## config.mk

```make
export PLATFORM = sky130hd
export DESIGN_NAME = mask_transition_tiled_texel_writer_top
export DESIGN_NICKNAME = d
export VERILOG_FILES = /design/src/sv/mtw_pkg.sv /design/src/sv/mtw_raster_cnt.sv /design/src/sv/mtw_alpha.sv /design/src/sv/mtw_addr.sv /design/src/sv/mask_transition_tiled_texel_writer_top.sv
export SDC_FILE = /design/constraint.sdc
export NUM_CORES = 1
export LEC_CHECK = 0
export ABC_AREA = 1
export BUFFER_PORTS_ARGS = -buffer_cell sky130_fd_sc_hd__buf_4
export CAP_MARGIN = 15
export CELL_PAD_IN_SITES_DETAIL_PLACEMENT = 0
export CELL_PAD_IN_SITES_GLOBAL_PLACEMENT = 2
export CORE_MARGIN = 2
export CORE_UTILIZATION = 30
export DETAILED_ROUTE_END_ITERATION = 16
export PLACE_DENSITY_LB_ADDON = 0.1
export SLEW_MARGIN = 20
export SYNTH_ARGS = -nofsm -noshare
export SYNTH_HDL_FRONTEND = slang
export SYNTH_SLANG_ARGS = --single-unit
```

## constraint.sdc

```tcl
create_clock -name clk -period 9.8 [get_ports clk]
set_input_delay 0.98 -clock clk [delete_from_list [all_inputs] [get_ports clk]]
set_output_delay 0.98 -clock clk [all_outputs]
set_load 0.005 [all_outputs]
```

## src/sv/mtw_pkg.sv

```systemverilog
// ----------------------------------------------------------------------------
// mtw_pkg
// Shared types and constants for the mask transition texel writer.
// ----------------------------------------------------------------------------
package mtw_pkg;

  // Configuration register indexes
  typedef enum logic [2:0] {
    CFG_IMAGE_WIDTH  = 3'd0,
    CFG_IMAGE_HEIGHT = 3'd1,
    CFG_TILE_SIDE    = 3'd2,
    CFG_PROGRESS     = 3'd3,
    CFG_FADE_IN      = 3'd4
  } cfg_idx_t;

  localparam int unsigned DIM_W   = 11;
  localparam int unsigned PROG_W  = 16;
  localparam int unsigned MASK_W  = 8;
  localparam int unsigned ADDR_W  = 20;
  localparam int unsigned ALPHA_W = 8;

  // Reset values of the configuration registers
  localparam logic [DIM_W-1:0]  RST_IMAGE_WIDTH  = 11'd256;
  localparam logic [DIM_W-1:0]  RST_IMAGE_HEIGHT = 11'd256;
  localparam logic [DIM_W-1:0]  RST_TILE_SIDE    = 11'd1024;
  localparam logic [PROG_W-1:0] RST_PROGRESS     = 16'd0;
  localparam logic              RST_FADE_IN      = 1'b1;

  // Soft threshold arithmetic: ramp distance d = 131072*v - 765*q + 255*65536
  localparam int unsigned       RAMP_W     = 28;
  localparam logic [9:0]        RAMP_SLOPE = 10'd765;
  localparam logic [RAMP_W-1:0] RAMP_TOP   = 28'd16711680;
  localparam logic [16:0]       Q_ONE      = 17'h10000;
  localparam logic [ALPHA_W-1:0] ALPHA_MAX = 8'd255;

  // Control of the two-stage pipeline
  typedef struct packed {
    logic s1_load;   // stage 1 takes a new beat
    logic advance;   // stage 1 moves into the result register
  } pipe_ctl_t;

endpackage

```

## src/sv/mtw_raster_cnt.sv

```systemverilog
// ----------------------------------------------------------------------------
// mtw_raster_cnt
// Column and row counters that follow the raster position of the mask.
// ----------------------------------------------------------------------------
module mtw_raster_cnt
  import mtw_pkg::*;
#(
  parameter int unsigned MAX_SIDE = 1024,
  parameter int unsigned CNT_W    = 10
) (
  input  logic             clk,
  input  logic             rst_n,
  input  logic             step,
  input  logic [DIM_W-1:0] image_width,
  input  logic [DIM_W-1:0] image_height,
  output logic [CNT_W-1:0] column,
  output logic [CNT_W-1:0] row,
  output logic             frame_last
);

  localparam logic [DIM_W-1:0] MAX_DIM = DIM_W'(MAX_SIDE);

  logic [CNT_W-1:0] col_r, col_nxt;
  logic [CNT_W-1:0] row_r, row_nxt;
  logic [DIM_W-1:0] w_eff, h_eff;
  logic             row_end;

  always_comb begin
    if (image_width == '0) begin
      w_eff = DIM_W'(1);
    end else if (image_width > MAX_DIM) begin
      w_eff = MAX_DIM;
    end else begin
      w_eff = image_width;
    end
    if (image_height == '0) begin
      h_eff = DIM_W'(1);
    end else if (image_height > MAX_DIM) begin
      h_eff = MAX_DIM;
    end else begin
      h_eff = image_height;
    end
  end

  // A counter past the bound after a size change still ends the row/frame
  assign row_end    = DIM_W'(col_r) >= (w_eff - DIM_W'(1));
  assign frame_last = row_end && (DIM_W'(row_r) >= (h_eff - DIM_W'(1)));

  always_comb begin
    col_nxt = col_r;
    row_nxt = row_r;
    if (step) begin
      if (row_end) begin
        col_nxt = '0;
        row_nxt = frame_last ? '0 : row_r + CNT_W'(1);
      end else begin
        col_nxt = col_r + CNT_W'(1);
      end
    end
  end

  always_ff @(posedge clk) begin
    if (!rst_n) begin
      col_r <= '0;
      row_r <= '0;
    end else begin
      col_r <= col_nxt;
      row_r <= row_nxt;
    end
  end

  assign column = col_r;
  assign row    = row_r;

endmodule

```

## src/sv/mtw_alpha.sv

```systemverilog
// ----------------------------------------------------------------------------
// mtw_alpha
// Soft threshold of one mask byte against the transition progress.
// ----------------------------------------------------------------------------
module mtw_alpha
  import mtw_pkg::*;
(
  input  logic [MASK_W-1:0]  mask_value,
  input  logic [PROG_W-1:0]  progress,
  input  logic               fade_in,
  output logic [ALPHA_W-1:0] alpha
);

  logic [MASK_W-1:0] v;
  logic [16:0]       q;
  logic [RAMP_W-1:0] v_term;
  logic [RAMP_W-1:0] q_term;
  logic [RAMP_W-1:0] d;

  // Fade in inverts the mask, fade out inverts the progress
  assign v      = fade_in ? ~mask_value : mask_value;
  assign q      = fade_in ? {1'b0, progress} : Q_ONE - {1'b0, progress};
  assign v_term = {3'b000, v, 17'd0};
  assign q_term = RAMP_W'(q) * RAMP_W'(RAMP_SLOPE);
  assign d      = v_term - q_term + RAMP_TOP;

  always_comb begin
    if (d[RAMP_W-1]) begin
      alpha = '0;
    end else if (d >= RAMP_TOP) begin
      alpha = ALPHA_MAX;
    end else begin
      alpha = d[23:16];
    end
  end

endmodule

```

## src/sv/mtw_addr.sv

```systemverilog
// ----------------------------------------------------------------------------
// mtw_addr
// Mirrored, 8x8 tiled Morton texel address for one raster position.
// ----------------------------------------------------------------------------
module mtw_addr
  import mtw_pkg::*;
#(
  parameter int unsigned CNT_W = 10
) (
  input  logic [DIM_W-1:0]  tile_side,
  input  logic [CNT_W-1:0]  column,
  input  logic [CNT_W-1:0]  row,
  output logic [ADDR_W-1:0] texel_address
);

  localparam int unsigned TILE_W = ADDR_W - 6;

  logic [ADDR_W-1:0]   ix;
  logic [TILE_W+7:0]   prod;
  logic [TILE_W-1:0]   tile;
  logic [5:0]          low;

  // Mirror the column across the texture
  assign ix   = ADDR_W'(tile_side) - ADDR_W'(1) - ADDR_W'(column);
  assign prod = ix[TILE_W+2:3] * tile_side[DIM_W-1:3];
  assign tile = prod[TILE_W-1:0] + TILE_W'(row >> 3);
  assign low  = {ix[2], row[2], ix[1], row[1], ix[0], row[0]};

  assign texel_address = {tile, low};

endmodule

```

## src/sv/mask_transition_tiled_texel_writer_top.sv

```systemverilog
// ----------------------------------------------------------------------------
// mask_transition_tiled_texel_writer_top
// Streams mask bytes in raster order and emits one thresholded texel with
// its tiled Morton address per byte.
// ----------------------------------------------------------------------------
//
//  Channel | Ports                                   | Beat
//  --------+-----------------------------------------+--------------------------
//  in      | in_valid, in_stall, in_mask_value       | one mask byte
//  out     | out_valid, out_stall, out_texel_*,      | one texel, frame_end on
//          | out_frame_end                           | last pixel of the frame
//  cfg     | cfg_wr_en, cfg_index, cfg_wr_data       | one register write
//
//  Rate: one beat per cycle sustained while out_stall is low. A taken beat
//  passes through the input register, then the result register, before
//  out_valid rises.
//  Reset: counters at zero, registers at their defaults, pipeline empty.
//  Stalls: the result register holds while out_stall is high; stage 1 keeps
//  accepting until it is also full, then in_stall rises.
// ----------------------------------------------------------------------------
module mask_transition_tiled_texel_writer_top
  import mtw_pkg::*;
#(
  parameter int unsigned MAX_SIDE = 1024
) (
  input  logic               clk,
  input  logic               rst_n,
  // input beats
  input  logic               in_valid,
  output logic               in_stall,
  input  logic [MASK_W-1:0]  in_mask_value,
  // result beats
  output logic               out_valid,
  input  logic               out_stall,
  output logic [ADDR_W-1:0]  out_texel_address,
  output logic [ALPHA_W-1:0] out_texel_alpha,
  output logic               out_frame_end,
  // configuration writes
  input  logic               cfg_wr_en,
  input  logic [2:0]         cfg_index,
  input  logic [PROG_W-1:0]  cfg_wr_data
);

  localparam int unsigned CNT_W = $clog2(MAX_SIDE);

  // Configuration registers
  logic [DIM_W-1:0]  image_width_r;
  logic [DIM_W-1:0]  image_height_r;
  logic [DIM_W-1:0]  tile_side_r;
  logic [PROG_W-1:0] progress_r;
  logic              fade_in_r;

  // Stage 1: captured byte and raster position
  logic              s1_valid_r, s1_valid_nxt;
  logic [MASK_W-1:0] s1_mask_r;
  logic [CNT_W-1:0]  s1_col_r;
  logic [CNT_W-1:0]  s1_row_r;
  logic              s1_last_r;

  // Result register
  logic               out_valid_r, out_valid_nxt;
  logic [ADDR_W-1:0]  out_addr_r;
  logic [ALPHA_W-1:0] out_alpha_r;
  logic               out_last_r;

  logic [CNT_W-1:0]   cur_col;
  logic [CNT_W-1:0]   cur_row;
  logic               cur_last;
  logic [ADDR_W-1:0]  addr_c;
  logic [ALPHA_W-1:0] alpha_c;
  pipe_ctl_t          ctl;

  // Configuration write port
  always_ff @(posedge clk) begin
    if (!rst_n) begin
      image_width_r  <= RST_IMAGE_WIDTH;
      image_height_r <= RST_IMAGE_HEIGHT;
      tile_side_r    <= RST_TILE_SIDE;
      progress_r     <= RST_PROGRESS;
      fade_in_r      <= RST_FADE_IN;
    end else if (cfg_wr_en) begin
      case (cfg_index)
        CFG_IMAGE_WIDTH:  image_width_r  <= cfg_wr_data[DIM_W-1:0];
        CFG_IMAGE_HEIGHT: image_height_r <= cfg_wr_data[DIM_W-1:0];
        CFG_TILE_SIDE:    tile_side_r    <= cfg_wr_data[DIM_W-1:0];
        CFG_PROGRESS:     progress_r     <= cfg_wr_data;
        CFG_FADE_IN:      fade_in_r      <= cfg_wr_data[0];
        default: ;
      endcase
    end
  end

  // Pipeline control: advance whenever the result register is free or drains
  assign ctl.advance = !out_valid_r || !out_stall;
  assign in_stall    = s1_valid_r && !ctl.advance;
  assign ctl.s1_load = in_valid && !in_stall;

  // Step the raster counters on every accepted beat
  mtw_raster_cnt #(
    .MAX_SIDE (MAX_SIDE),
    .CNT_W    (CNT_W)
  ) u_cnt (
    .clk          (clk),
    .rst_n        (rst_n),
    .step         (ctl.s1_load),
    .image_width  (image_width_r),
    .image_height (image_height_r),
    .column       (cur_col),
    .row          (cur_row),
    .frame_last   (cur_last)
  );

  always_comb begin
    s1_valid_nxt = s1_valid_r;
    if (ctl.s1_load) begin
      s1_valid_nxt = 1'b1;
    end else if (ctl.advance) begin
      s1_valid_nxt = 1'b0;
    end
    out_valid_nxt = ctl.advance ? s1_valid_r : out_valid_r;
  end

  always_ff @(posedge clk) begin
    if (!rst_n) begin
      s1_valid_r  <= 1'b0;
      out_valid_r <= 1'b0;
    end else begin
      s1_valid_r  <= s1_valid_nxt;
      out_valid_r <= out_valid_nxt;
    end
  end

  // Capture the byte with the position it belongs to
  always_ff @(posedge clk) begin
    if (ctl.s1_load) begin
      s1_mask_r <= in_mask_value;
      s1_col_r  <= cur_col;
      s1_row_r  <= cur_row;
      s1_last_r <= cur_last;
    end
  end

  mtw_alpha u_alpha (
    .mask_value (s1_mask_r),
    .progress   (progress_r),
    .fade_in    (fade_in_r),
    .alpha      (alpha_c)
  );

  mtw_addr #(
    .CNT_W (CNT_W)
  ) u_addr (
    .tile_side     (tile_side_r),
    .column        (s1_col_r),
    .row           (s1_row_r),
    .texel_address (addr_c)
  );

  // Load the result register; hold it while the consumer stalls
  always_ff @(posedge clk) begin
    if (ctl.advance && s1_valid_r) begin
      out_addr_r  <= addr_c;
      out_alpha_r <= alpha_c;
      out_last_r  <= s1_last_r;
    end
  end

  assign out_valid         = out_valid_r;
  assign out_texel_address = out_addr_r;
  assign out_texel_alpha   = out_alpha_r;
  assign out_frame_end     = out_last_r;

`ifndef SYNTHESIS
  a_accept_fills_s1 : assert property (@(posedge clk) disable iff (!rst_n)
    (in_valid && !in_stall) |=> s1_valid_r)
    else $error("accepted beat did not reach stage 1");

  a_s1_moves_out : assert property (@(posedge clk) disable iff (!rst_n)
    (s1_valid_r && ctl.advance) |=> out_valid_r)
    else $error("stage 1 beat lost on the way to the result register");

  a_stall_only_when_full : assert property (@(posedge clk) disable iff (!rst_n)
    in_stall |-> (s1_valid_r && out_valid_r && out_stall))
    else $error("input stalled with room in the pipeline");

  a_result_held : assert property (@(posedge clk) disable iff (!rst_n)
    (out_valid_r && out_stall) |=> (out_valid_r && $stable(out_addr_r)
                                    && $stable(out_alpha_r)))
    else $error("stalled result changed");
`endif

endmodule
```

==> results of run 1 <==
[layout make-up]
class | count | area, sq um
fillers | 5006 | 30600
clock buffers | 19 | 454
flip-flops and latches | 130 | 3180
repair buffers | 68 | 510
well taps | 607 | 759
multi-input cells | 1230 | 9380
clock inverters | 13 | 100
inverters | 411 | 1540
[power groups by stage]
stage	Sequential [uW]	Combinational, uW	Clock (uW)
after global routing	657	2560	655
after detailed placement	664	2230	0
after global placement	664	2240	0
final	652	2190	613
after floorplan	660	1620	0
after CTS	653	2240	639
[how the worst min path moves through the flow]
| stage | start | endpoint | slack [ns] | depth (start not counted) |
|---|---|---|---|---|
| final | s1_row_r[1] | out_texel_address[2] | 0.42 | 0 |
| after global routing | s1_row_r[0] | out_texel_address[0] | 0.45 | 0 |
| after CTS | s1_row_r[1] | out_texel_address[2] | 0.43 | 0 |
| after detailed placement | s1_row_r[0] | out_texel_address[0] | 0.41 | 0 |
| after global placement | s1_row_r[0] | out_texel_address[0] | 0.41 | 0 |
| after floorplan | s1_last_r | out_frame_end | 0.40 | 0 |
[metrics by stage]
step | total power [uW] | instance area (sq um) | utilization, %
after floorplan | 2280 | 14200 | -
after global placement | 2910 | 15400 | 33.0
after detailed placement | 2890 | 15400 | 33.0
after CTS | 3530 | 15900 | 34.2
after global routing | 3870 | 15900 | 34.2
final | 3450 | 15900 | 34.2
[cells in the mapped netlist, types with 17 or more instances]
cell type,instances
xor2_1,50
nand2_1,311
a21oi_1,98
edfxtp_1,58
xnor2_1,30
nor2_1,167
dfxtp_1,72
fa_1,138
ha_1,154
o21ai_0,88
inv_1,399
nand3_1,71
clkbuf_1,17
nand4_1,24
[flip-flops by register name, summed over array words and instances (netlist names)]
name / flops
progress_r: 16
out_texel_alpha: 8
tile_side_r: 11
s1_valid_r: 1
s1_row_r: 10
s1_mask_r: 8
u_cnt.row: 10
fade_in_r: 1
out_frame_end: 1
image_height_r: 11
s1_col_r: 10
image_width_r: 11
u_cnt.column: 10
out_valid: 1
s1_last_r: 1
out_texel_address: 20
[metal layers]
layer / part of all wire [%] / GRT usage [%] / vias to the layer above
met4: 1.6 / 4.74 / 0
met2: 43 / 25.3 / 152
met1: 53 / 24.3 / 5164
met5: 0 / 0 / -
met3: 2.6 / 2.55 / 30
li1: - / - / 5728
[worst register-to-register path: cells and delay by family, from the launching register on]
family          cells  cell delay, ns
simple gates       10            1.46
compound gates      4            0.92
buf+inv             7            0.56
flops               1            0.42
fa+ha+maj           6            2.98
xor+xnor            2            0.75
[cell families after synthesis]
group | Yosys count | share of synthesized area (%)
flops | 130 | 22.5
simple gates | 646 | 19.9
buf+inv | 431 | 11.5
compound gates | 210 | 7.90
fa+ha+maj | 292 | 33.1
xor+xnor | 82 | 5.17
==> metrics.cfg, run 1 <==
[place]
place.gp.congestion=0.818
port_buffers=62
pre_cts_slack_ns=2.36
dp_hpwl_um=32600
dp_cells=2446

[pwr]
max-vdd-ir-drop_mv=0.165
p_sw_uw=1690
intPower_uw=1760
p_leak_uw=0.00779
pwr-share-clk_pct=17.7
p_sw_share_pct=49.1
pwr-share-seq_pct=18.9
comb_power_share_pct=63.4
power.density_nw_per_um2=217

[worst_setup_path]
reg2reg_depth=29
startpoint_type=register
arrival_ns=7.57
worstSetupPathDepth=29
r2r_slack_ns=2.46
timing.rr.end=out_texel_alpha[1]
critPathBufInv=7
reg2reg_from=progress_r[0]
crit_family=adder cells
required_ns=10.03
cpMostUsedCell=inv_1
critPathSlowestCell=fa_1
cp_max_fo=7
crit_type=register to register
worstSetupEndpoint=out_texel_alpha[1]
worstSetupEndpointType=register
startpoint=progress_r[0]
slowest_delay_ns=0.56

[synthesis]
ys_types=46
synth-main-ff-cell=dfxtp_1
syn_area_sq_um=14200
synth.avg_cell_area_sq_um=7.91
synth_seq_cells=130
synth_top_area_share_pct=19.5
synth_edf_count=58
async_flop_share_pct=0
synth_area_leaders=fa_1 19%, ha_1 14%, edfxtp_1 12%, inv_1 11%, dfxtp_1 10%
synth.yosys.seq_area_share_pct=22.5
synth_cells=1791
yosysTopAreaCell=fa_1
ys_warn_count=0
synth_nets=2115

[drt]
dr_total_vias=11100
wl_per_cell_um=15.7
dr.pass1.iters=4
via_per_inst=4.47
drt_iter0_markers=443
finalWirelength_um=38900
drcViolationCount=0
ant_nets=0

[global_routing]
grt-ovfl-total=0
antenna_found_initial=0
grt_util_all_layers_pct=16.6
grt_pass1_wl_um=63500
grt_pass1_vias=11500
grt_max_degree=55

[cells_and_area]
most-common-layout-cells=399 x inv_1, 311 x nand2_1, 167 x nor2_1
final_common_cell=inv_1
syn_to_final_growth_pct=12.4
antenna_cells=0
instances_no_fill=2478
drive_gt1_share_pct=8.23
final_nets=2182

[floorplanning]
fp.dieW_um=221
die_h_um=221
core_region_area_sq_um=46600
initial_core_util_pct=30.4
rows=79
die_area_sq_um=49000
ios=63

[run_status]
status=completed

[timing]
hold_viol_final=0
relSlewSlack_pct=39.6
period_minus_slack_ns=7.34
finalSetupTns_ns=0
final_max_slew_viol_count=0
hold_ws_ns=0.425
finalWorstSetupSlack_ns=2.46
max_freq_mhz=136
setup_viol=0
worst_slew_pin_slew_ns=0.900
rsz0062_at_grt=false
fin_skew_ns=0.0141
finalCritPeriodShare_pct=74.9

[job]
drv_cap=0

[cts]
clock_latency_ns=0.47
cts_hold_buf=0
post-cts-setup-buffers=0
tritoncts=built
clkSinkCount=130
clk_pin_slew_worst_paths_ns=0.07
clock_path_buffers=2
cts_root_buffer=clkbuf_16
cts-resized-gates=0
htree_num_levels=4
cts_buffers=17

[hold_path]
min_path_type=register to register

(Power assumes the default switching activity.)
==> run 2: changes to the inputs <==
clock period = 6 ns   (was 9.8 ns; I/O delays follow)
==> metrics.cfg, run 2 (synthesis results as in run 1) <==
[run_status]
status=finished with violations
failed_checks=negative setup slack

[timing]
relSlewSlack_pct=40.4  ; +0.78 points
fin_skew_ns=0.0181  ; +0.00405 ns
period_minus_slack_ns=6.21  ; -1.13 ns
finalWorstSetupSlack_ns=-0.206  ; -2.67 ns
max_freq_mhz=161  ; +18%
finalSetupTns_ns=-1.46  ; -1.46 ns
hold_viol_final=0  ; unchanged
setup_viol=8  ; +8
final_max_slew_viol_count=0  ; unchanged
worst_slew_pin_slew_ns=0.888  ; -0.0121 ns
finalCritPeriodShare_pct=103  ; +29 points
rsz0062_at_grt=true

[worst_setup_path]
crit_family=adder cells
critPathBufInv=7  ; unchanged
cp_max_fo=8  ; +1
cpMostUsedCell=fa_1
timing.rr.end=out_texel_alpha[2]
critPathSlowestCell=fa_1
r2r_slack_ns=-0.21  ; -2.67 ns
reg2reg_depth=29  ; unchanged
slowest_delay_ns=0.58  ; +0.02 ns
arrival_ns=6.40  ; -1.17 ns
reg2reg_from=progress_r[2]
startpoint_type=register
required_ns=6.19  ; -3.84 ns
crit_type=register to register
worstSetupEndpointType=register

[drt]
drcViolationCount=0  ; unchanged
finalWirelength_um=40400  ; +3.9%
wl_per_cell_um=14.9  ; -4.9%
via_per_inst=4.35  ; -2.6%
dr.pass1.iters=7  ; +3
drt_iter0_markers=471  ; +6.3%
dr_total_vias=11800  ; +6.3%
ant_nets=0  ; unchanged

[cts]
clkSinkCount=130  ; unchanged
htree_num_levels=4  ; unchanged
cts_buffers=17  ; unchanged
clk_pin_slew_worst_paths_ns=0.06  ; about the same
cts_hold_buf=0  ; unchanged
tritoncts=built
clock_latency_ns=0.45  ; -0.02 ns
cts_root_buffer=clkbuf_16
clock_path_buffers=2  ; unchanged

[global_routing]
grt_pass1_vias=12200  ; +6.4%
grt_pass1_wl_um=66000  ; +4.0%
antenna_found_initial=0  ; unchanged
grt_util_all_layers_pct=17.1  ; +0.43 points
grt-ovfl-total=0  ; unchanged
grt_max_degree=55  ; unchanged

[floorplanning]
rows=79  ; unchanged
core_region_area_sq_um=46600  ; unchanged
fp.dieW_um=221  ; unchanged
die_h_um=221  ; unchanged
ios=63  ; unchanged
die_area_sq_um=49000  ; unchanged
initial_core_util_pct=30.4  ; unchanged

[place]
port_buffers=62  ; unchanged
dp_cells=2650  ; +8.3%
place.gp.congestion=0.853  ; +4.2%
dp_hpwl_um=34000  ; +4.4%

[cells_and_area]
final_nets=2410  ; +10%
antenna_cells=0  ; unchanged
drive_gt1_share_pct=26.0  ; +18 points
largest_reg_flops=20  ; unchanged
syn_to_final_growth_pct=31.7
final_common_cell=inv_1
instances_no_fill=2706  ; +9.2%
most-common-layout-cells=383 x inv_1, 290 x buf_4, 282 x nand2_1

[hold_path]
hold_depth=1  ; +1
holdPathEnd=s1_mask_r[2]
holdCritStartpoint=in_mask_value[2]
min_path_type=input port to register

[pwr]
power_uw=8130  ; +140%
p_leak_uw=0.00905  ; +16%
power.density_nw_per_um2=435  ; +100%
max-vdd-ir-drop_mv=0.492  ; +200%

[job]
drv_cap=0  ; unchanged

[run 2: changes by cell type in the layout (fill, tap and decap cells not counted), sizes merged]
cell,previous run,this run
buf,68,296
clkinv,13,8
inv,411,416
clkbuf,19,18
clkinvlp,0,1
[run 2: routing by layer]
metal  part of all wire [%]  vias up  global-route usage, %
met5                      0        -                      0
met4                   0.82        0                   3.03
met3                    2.2       19                   2.38
met2                     44      135                   26.6
met1                     53     5456                   25.3
li1                       -     6165                      -
[run 2: layout make-up]
type                    instances  area [sq um]
fillers                      4849         27900
multi-input cells            1230         10300
flip-flops and latches        130          3190
repair buffers                296          2250
inverters                     411          1540
well taps                     607           759
clock buffers                  18           439
clock inverters                14           136
[run 2: metrics by stage]
| stage | util, % | worst slack (ns) | hold slack [ns] | area [sq um] |
|---|---|---|---|---|
| 2_1_floorplan | - | 0.00581 | 0.400 | 14200 |
| 3_3_place_gp | 36.5 | -0.602 | 0.416 | 17000 |
| 3_5_place_dp | 36.5 | -0.621 | 0.405 | 17000 |
| 4_1_cts | 39.5 | -0.146 | 0.317 | 18400 |
| 5_1_grt | 40.1 | -0.551 | 0.318 | 18700 |
| 6_report | 40.1 | -0.206 | 0.349 | 18700 |
[run 2: worst reg2reg max path, delay by kind of cell, from the launching register on]
family,cells,cell delay [ns]
buf+inv,7,0.56
xor+xnor,1,0.12
flops,1,0.34
fa+ha+maj,6,2.89
compound gates,1,0.26
simple gates,14,1.80
[run 2: report_power, final]
| part | total (uW) | switching (uW) | leakage, uW | internal (uW) |
|---|---|---|---|---|
| logic | 6040 | 3180 | 0.00761 | 2860 |
| registers | 1070 | 34.7 | 0.00115 | 1030 |
| clock network | 1020 | 458 | 0.000282 | 560 |
| total | 8130 | 3670 | 0.00905 | 4460 |
[run 2: worst max path at each step]
| stage | start | endpoint | slack (ns) | cells past startpoint |
|---|---|---|---|---|
| after floorplan | progress_r[0] | out_texel_alpha[0] | 0.006 | 27 |
| after global placement | progress_r[2] | out_texel_alpha[3] | -0.60 | 29 |
| after detailed placement | progress_r[2] | out_texel_alpha[2] | -0.62 | 32 |
| after CTS | progress_r[0] | out_texel_alpha[0] | -0.15 | 31 |
| after global routing | progress_r[2] | out_texel_alpha[2] | -0.55 | 29 |
| final | progress_r[2] | out_texel_alpha[2] | -0.21 | 29 |
[run 2: what timing repair did]
action                                  CTS  global route
pin swaps                               111            68
setup buffers                            24             2
resized for setup                       142            59
endpoints found under the setup margin    9            12
==> run 3: changes to the inputs <==
clock period = 7.55 ns   (was 6 ns; I/O delays follow)
==> metrics.cfg, run 3 (synthesis results as in run 1) <==
[timing]
worst_slew_pin_slew_ns=0.943  ; +0.0556 ns
fin_skew_ns=0.00964  ; -0.00847 ns
finalWorstSetupSlack_ns=0.514  ; +0.720 ns
hold_viol_final=0  ; unchanged
period_minus_slack_ns=7.04  ; +0.830 ns
final_max_slew_viol_count=0  ; unchanged
finalSetupTns_ns=0  ; +1.46 ns
setup_viol=0  ; -8
rsz0062_at_grt=false
finalCritPeriodShare_pct=93.2  ; -10 points
relSlewSlack_pct=36.6  ; -3.7 points
max_freq_mhz=142  ; -12%

[drt]
finalWirelength_um=37900  ; -6.3%
wl_per_cell_um=15.2  ; +1.8%
via_per_inst=4.43  ; +1.8%
dr.pass1.iters=5  ; -2
ant_nets=0  ; unchanged
drcViolationCount=0  ; unchanged
dr_total_vias=11000  ; -6.3%
drt_iter0_markers=482  ; +2.3%

[floorplanning]
initial_core_util_pct=30.4  ; unchanged
die_h_um=221  ; unchanged
fp.dieW_um=221  ; unchanged
die_area_sq_um=49000  ; unchanged
ios=63  ; unchanged
rows=79  ; unchanged
core_region_area_sq_um=46600  ; unchanged

[cts]
clock_latency_ns=0.46  ; about the same
htree_num_levels=4  ; unchanged
clk_pin_slew_worst_paths_ns=0.07  ; about the same
clock_path_buffers=2  ; unchanged
tritoncts=built
clkSinkCount=130  ; unchanged
cts_buffers=17  ; unchanged
cts_root_buffer=clkbuf_16
cts_hold_buf=0  ; unchanged

[pwr]
comb_power_share_pct=62.9  ; -12 points
pwr-share-clk_pct=18.5  ; +6.0 points
pwr-share-seq_pct=18.6  ; +5.5 points
p_leak_uw=0.00785  ; -13%
power.density_nw_per_um2=283  ; -35%
max-vdd-ir-drop_mv=0.221  ; -55%
p_sw_uw=2230  ; -39%
p_sw_share_pct=48.9  ; +3.7 points
power_uw=4560  ; -44%
intPower_uw=2330  ; -48%

[place]
pre_cts_slack_ns=0.415  ; +1.04 ns
dp_hpwl_um=31800  ; -6.5%
place.gp.congestion=0.808  ; -5.3%
port_buffers=62  ; unchanged
place_area_sq_um=15500  ; -8.9%

[worst_setup_path]
worstSetupEndpointType=register
required_ns=7.77  ; +1.58 ns
arrival_ns=7.26  ; +0.86 ns
timing.rr.end=out_texel_alpha[0]
reg2reg_from=progress_r[0]
reg2reg_depth=26  ; -10%
crit_type=register to register
startpoint_type=register
cp_max_fo=8  ; unchanged
r2r_slack_ns=0.51  ; +0.72 ns

[hold_path]
holdPathEnd=out_texel_address[2]
hold_depth=0  ; -1
min_path_type=register to register
holdCritStartpoint=s1_row_r[1]

[cells_and_area]
most-common-layout-cells=399 x inv_1, 311 x nand2_1, 167 x nor2_1
drive_gt1_share_pct=9.07  ; -17 points
final_nets=2196  ; -8.9%
largest_reg_flops=20  ; unchanged
syn_to_final_growth_pct=13.5
final_common_cell=inv_1
fillCellCount=5005  ; +3.2%
antenna_cells=0  ; unchanged
fin_area_sq_um=16100  ; -14%

[job]
drv_cap=0  ; unchanged

[global_routing]
grt_util_all_layers_pct=16.0  ; -1.1 points
grt-ovfl-total=0  ; unchanged
antenna_found_initial=0  ; unchanged
grt_pass1_vias=11000  ; -9.6%
grt_max_degree=55  ; unchanged
grt_pass1_wl_um=61300  ; -7.2%

[run_status]
status=completed

## run 3: cell types whose count changed in the layout (fill, tap and decap cells not counted), moves of 16 or more
cell     previous run  this run
buf_4             290        82
nand2_1           282       311
nor2_1            139       167
ha_1              130       154
ha_4               23         0
a21oi_1            75        97
nand2_2            34        13
nor2_2             26         6
a21oi_2            18         0
inv_1             383       399
inv_2              23         7
nand3_1            55        71
## run 3: layout make-up
type | count | area [sq um] | area share [%]
well taps | 607 | 759 | 4.72
inverters | 411 | 1540 | 9.59
flip-flops and latches | 130 | 3180 | 19.8
clock inverters | 15 | 164 | 1.02
clock buffers | 17 | 425 | 2.64
repair buffers | 82 | 616 | 3.83
multi-input cells | 1230 | 9400 | 58.4
## run 3: worst max-delay path: stages (launching register included)
cell	delay [ns]
dfxtp_1	0.39
inv_1	0.11
ha_1	0.28
nand4_2	0.21
nor2_2	0.18
nand3_1	0.17
o21ai_0	0.31
xor2_2	0.31
inv_1	0.13
fa_1	0.56
inv_1	0.07
fa_1	0.55
fa_1	0.44
fa_1	0.54
inv_1	0.05
fa_1	0.53
inv_1	0.04
ha_1	0.36
nand2_1	0.14
nor4_1	0.51
nand3b_1	0.19
nand4_1	0.13
nand3_1	0.10
nor2_2	0.28
nand3_1	0.13
nand2_1	0.07
inv_1	0.03
## run 3: through the flow
step                instances  hold slack (ns)  util [%]
floorplan                1791            0.400         -
global placement         2460            0.409      33.2
detailed placement       2460            0.418      33.2
CTS                      2492            0.426      34.5
global route             2492            0.437      34.6
finish                   2492            0.423      34.6
## run 3: worst max path at each step
| stage | end | slack, ns | startpoint |
|---|---|---|---|
| floorplan | out_texel_alpha[0] | 1.33 | progress_r[0] |
| global placement | out_texel_alpha[3] | 0.47 | progress_r[0] |
| detailed placement | out_texel_alpha[3] | 0.41 | progress_r[0] |
| CTS | out_texel_alpha[3] | 0.43 | progress_r[0] |
| global route | out_texel_alpha[2] | 0.02 | progress_r[0] |
| finish | out_texel_alpha[0] | 0.51 | progress_r[0] |
## run 3: repair_timing
action / 4_1_cts / 5_1_grt
buffers inserted: 0 / 0
gates resized for setup: 0 / 3
setup endpoints to repair: 0 / 6
## run 3: power groups by stage
stage,logic [uW],registers (uW),clock network [uW]
detailed placement,2920,864,0
global placement,2940,865,0
global route,3330,853,909
finish,2870,847,842
floorplan,2100,857,0
CTS,2930,848,878
## run 3: metal layers
metal  vias up  track usage, %  share of wire, %
met2       130            23.5                42
met5         -               0                 0
met3        26            3.03               3.1
li1       5755               -                 -
met1      5127            24.2                54
met4         0            3.23               1.1
